File: src/hw/rtl/gsa_pkg.sv
// Shared constants, codes and types of the generational slot allocator.
`default_nettype none
package gsa_pkg;

    localparam int MAX_SLOTS  = 1024;
    localparam int GEN_W      = 32;
    localparam int SLOT_W     = $clog2(MAX_SLOTS);
    localparam int CNT_W      = SLOT_W + 1;
    localparam int STRIDE_W   = 13;
    localparam int SIZE_W     = 32;
    localparam int OFFSET_W   = 23;
    localparam int STATUS_W   = 3;
    localparam int PROD_W     = SLOT_W + STRIDE_W;
    localparam int CFG_IDX_W  = 2;
    localparam int CFG_DATA_W = 13;
    localparam int IN_DATA_W  = 48;
    localparam int OUT_DATA_W = 72;
    localparam int OUT_PAD_W  = OUT_DATA_W - (STATUS_W + SLOT_W + GEN_W + OFFSET_W);
    localparam int IN_PAD_W   = IN_DATA_W - (SIZE_W + 1 + SLOT_W);

    localparam logic [CFG_IDX_W-1:0] CFG_ARENA_ENABLED  = 2'd0;
    localparam logic [CFG_IDX_W-1:0] CFG_SLOT_STRIDE    = 2'd1;
    localparam logic [CFG_IDX_W-1:0] CFG_SLOT_COUNT     = 2'd2;
    localparam logic [CFG_IDX_W-1:0] CFG_RESERVE_FIRST  = 2'd3;

    localparam logic [STRIDE_W-1:0] STRIDE_RESET = 13'd64;
    localparam logic [CNT_W-1:0]    COUNT_RESET  = CNT_W'(MAX_SLOTS);

    typedef enum logic [STATUS_W-1:0] {
        STATUS_OK            = 3'd0,
        STATUS_UNINIT        = 3'd1,
        STATUS_TOO_LARGE     = 3'd2,
        STATUS_FULL          = 3'd3,
        STATUS_FREE_IGNORED  = 3'd4,
        STATUS_FREE_OVERFLOW = 3'd5
    } status_t;

    typedef enum logic [1:0] {
        PATH_FAIL,
        PATH_RECYCLE,
        PATH_FRESH,
        PATH_FREE
    } path_t;

    typedef enum logic [2:0] {
        S_CLEAR,
        S_IDLE,
        S_DECIDE,
        S_POP,
        S_UPDATE
    } state_t;

    typedef struct packed {
        logic clear;
        logic latch;
        logic decide;
        logic pop;
        logic finish;
    } cmd_t;

    typedef struct packed {
        logic  clr_last;
        path_t path;
        logic  out_free;
    } stat_t;

endpackage
`default_nettype wire

File: src/hw/rtl/gsa_ctrl.sv
// Sequencer taking requests via decide, then pop and update as due.
`default_nettype none
module gsa_ctrl (
    input  wire logic            clk,
    input  wire logic            rst_n,
    input  wire logic            s_tvalid,
    output logic                 s_tready,
    input  wire gsa_pkg::stat_t  stat,
    output gsa_pkg::cmd_t        cmd
);

    gsa_pkg::state_t state_reg;
    gsa_pkg::state_t state_next;

    always_ff @(posedge clk or negedge rst_n)
    begin
        if (!rst_n)
        begin
            state_reg <= gsa_pkg::S_CLEAR;
        end
        else
        begin
            state_reg <= state_next;
        end
    end

    always_comb
    begin
        state_next = state_reg;
        cmd        = '0;
        s_tready   = 1'b0;
        case (state_reg)
            gsa_pkg::S_CLEAR:
            begin
                cmd.clear = 1'b1;
                if (stat.clr_last)
                begin
                    state_next = gsa_pkg::S_IDLE;
                end
            end
            gsa_pkg::S_IDLE:
            begin
                s_tready = 1'b1;
                if (s_tvalid)
                begin
                    cmd.latch  = 1'b1;
                    state_next = gsa_pkg::S_DECIDE;
                end
            end
            gsa_pkg::S_DECIDE:
            begin
                case (stat.path)
                    gsa_pkg::PATH_FAIL:
                    begin
                        if (stat.out_free)
                        begin
                            cmd.decide = 1'b1;
                            state_next = gsa_pkg::S_IDLE;
                        end
                    end
                    gsa_pkg::PATH_RECYCLE:
                    begin
                        cmd.decide = 1'b1;
                        state_next = gsa_pkg::S_POP;
                    end
                    default:
                    begin
                        cmd.decide = 1'b1;
                        state_next = gsa_pkg::S_UPDATE;
                    end
                endcase
            end
            gsa_pkg::S_POP:
            begin
                cmd.pop    = 1'b1;
                state_next = gsa_pkg::S_UPDATE;
            end
            gsa_pkg::S_UPDATE:
            begin
                if (stat.out_free)
                begin
                    cmd.finish = 1'b1;
                    state_next = gsa_pkg::S_IDLE;
                end
            end
            default:
            begin
                state_next = gsa_pkg::S_IDLE;
            end
        endcase
    end

endmodule
`default_nettype wire

File: config.mk
export PLATFORM = sky130hd
export DESIGN_NAME = gsa_ctrl
export DESIGN_NICKNAME = d
export VERILOG_FILES = /design/src/hw/rtl/gsa_pkg.sv /design/src/hw/rtl/gsa_ctrl.sv
export SDC_FILE = /design/constraint.sdc
export NUM_CORES = 1
export LEC_CHECK = 0
export ABC_AREA = 1
export BUFFER_PORTS_ARGS = -buffer_cell sky130_fd_sc_hd__buf_2
export CORE_AREA = 2 2 39 41
export DETAILED_ROUTE_END_ITERATION = 10
export DIE_AREA = 0 0 41 43
export PLACE_DENSITY = 0.37
export SYNTH_ARGS = -nofsm -noshare
export SYNTH_HDL_FRONTEND = slang
export SYNTH_SLANG_ARGS = --single-unit
export TNS_END_PERCENT = 5
File: constraint.sdc
create_clock -name clk -period 1.35 [get_ports clk]
set_clock_uncertainty 0.1 [all_clocks]
set_input_delay 0.2025 -clock clk [delete_from_list [all_inputs] [get_ports clk]]
set_output_delay 0.2025 -clock clk [all_outputs]
set_load 0.005 [all_outputs]
==> flow_summary.toml <==
[status]
status = "finished, violations left"
violations = "negative setup slack"

[sta]
grt_setup_unrepaired = "yes"
finalSetupViolations = 5
fin_crit_ns = 1.44
finalHoldViolations = 0
tns_ns = -0.277
slew_headroom = 0.865
max_freq_mhz = 693
post-route-period-util = 1.07
maxSlewViolCount = 0
setup_slack_ns = -0.0922
tightest_slew_ns = 0.201

[logic_synthesis]
synth.ff_latch_count = 3
netlist-cell-type-count = 13
synth_xor_area_frac = 0
syn_area_per_cell_um2 = 5.82
synth_area_leaders = "dfrtp_1, nor2_1, inv_1, nand2_1, nand3_1"
seq_area_frac_synth = 0.300
synthAdderAreaFrac = 0
synth_top_family_by_area = "simple AND/OR/NAND/NOR gates"
postSynthCellCount = 43
syn_nets = 50
synth_simple_gate_area_frac = 0.430
muxShareOfSynthArea = 0
synth_area_leader_cell = "dfrtp_1"
syn-cell-area_um2 = 250
synth-compound-area-share = 0.120
yosysWarningCount = 0
synth_top_cell_area_share = 0.300

[clocking]
cts_tree = "built"
cts_max_level = 1
path_clk_slew_ns = 0.03
cts.sinks = 3
clockBufferDepth = 2
cts_buffers = 3
insertion_delay_ns = 0.23
ctsRootBufferMaster = "clkbuf_4"

[floorplan]
die_h_um = 43
std_cell_rows = 14
core_area_um2 = 1380
die-area_um2 = 1760
start_util = 0.181
die_w_um = 41
ioPinCount = 13

[setup_path]
crit_path_start_kind = "register"
critical_path_peak_fanout = 4
end_kind = "primary output"
crit_buf_inv = 3
required_ns = 1.05
crit_top_cell = "inv_2"
arrival_ns = 1.14
cpPeakStageDelay_ns = 0.39
slowest_stage = "dfrtp_1"
crit_family = "flip-flops"
crit_type = "reg -> out"
crit_path_cell_trace = "inv_2 -> nand2_4 -> nor2_4 -> nand2_2 -> inv_2 -> buf_2"

[drt]
via_per_inst = 4.22
wl_per_cell_um = 9.81
antenna_left = 0
drc = 0
drt-total-wl_um = 834
first_iter_violations = 10
vias = 359
drtPass1Iterations = 4

[global_routing]
grt_first_pass_wirelength_um = 1210
antenna_found_initial = 0
grt_overflow_total = 0
grt_pass1_vias = 329
grt.total_usage = 0.106
grt_max_degree = 6

[pwr]
leakage_nw = 0.280
ir_drop_mv = 0.888
design_power_total_mw = 1.06
p_per_area_nw_per_um2 = 2220

[layout]
drive_gt1_frac = 0.551
antenna_cells = 0
final_area_um2 = 479
area_growth_syn_to_layout_pct = 91.5
nFillCells = 163
largest_reg_flops = 3
most-common-layout-cells = "buf_2, nor2_1, buf_4"
final_common_cell = "buf_2"
finalNetCount = 77

[placement]
portBuffers = 12
detailedPlacementHpwl_um = 552
placed_area_um2 = 330
finalWeightedCongestion = 0.682

[hold_path]
hold_path_class = "in -> reg"

[job]
cap_violations = 0
==> Yosys cell counts (all sizes together) <==
master and count:
inv 10, nand2 8, o211ai 1, dfrtp 3
or2 1, o31ai 1, a21oi 2, nand3 3
o21ai 1, nor2 13
==> metrics by stage <==
stage,hold WS [ns],cells,util,setup slack (ns)
floorplan,-0.193,43,-,0.273
global placement,-0.0998,71,0.239,0.140
detailed placement,-0.0976,71,0.239,0.144
CTS,0.125,82,0.299,-0.0627
global route,0.124,85,0.346,-0.172
finish,0.128,85,0.346,-0.0922
==> area by class of cell <==
| class | instances | area (µm²) | share of cell area |
|---|---|---|---|
| multi-input combinational | 30 | 176 | 0.368 |
| timing repair buffer | 22 | 144 | 0.300 |
| sequential | 3 | 75.1 | 0.157 |
| inverter | 10 | 37.5 | 0.0783 |
| clock buffer | 4 | 26.3 | 0.0548 |
| tap | 16 | 20.0 | 0.0418 |
==> worst reg2reg max path, cell delays in order (launching register included) <==
cell,delay [ns]
dfrtp_1,0.39
inv_2,0.14
nand2_4,0.09
nor2_4,0.09
nand2_2,0.07
buf_4,0.13
nand2_1,0.06
nor2_1,0.04
nor2_1,0.07
==> metal layers <==
metal	wire, µm	vias to the layer above	global-route usage
met5	0	-	0
met4	14	0	0.0600
met3	41	2	0.0628
met2	450	12	0.153
met1	327	162	0.115
li1	-	183	-
==> power breakdown <==
group	leakage [nW]	total, mW	internal, mW	switching (mW)
registers	0.0383	0.180	0.132	0.0481
logic	0.227	0.727	0.352	0.376
clock network	0.0150	0.157	0.111	0.0460
==> timing repair <==
action,in CTS,in global routing
setup buffers,6,3
hold endpoints to repair,3,0
endpoints found under the setup margin,5,6
resized for setup,1,12
pin swaps,0,4
hold buffers,1,0
==> worst paths after layout <==
check,depth (start not counted),from,slack (ns),endpoint
worst max-delay path,6,state_reg[0],-0.09,cmd[0]
max in group asynchronous,2,rst_n,0.84,state_reg[2]
worst max register to register,8,state_reg[0],0.10,state_reg[0]
min in group asynchronous,2,rst_n,0.19,state_reg[1]
worst min-delay path,2,stat[0],0.13,state_reg[2]
worst min register to register,3,state_reg[2],0.58,state_reg[1]
==> cell families after synthesis <==
logic type | after synthesis
AO/OA/AOI/OAI | 5
flip-flops | 3
AND/OR/NAND/NOR | 25
buffers and inverters | 10
Power figures use the tool's default switching activity.
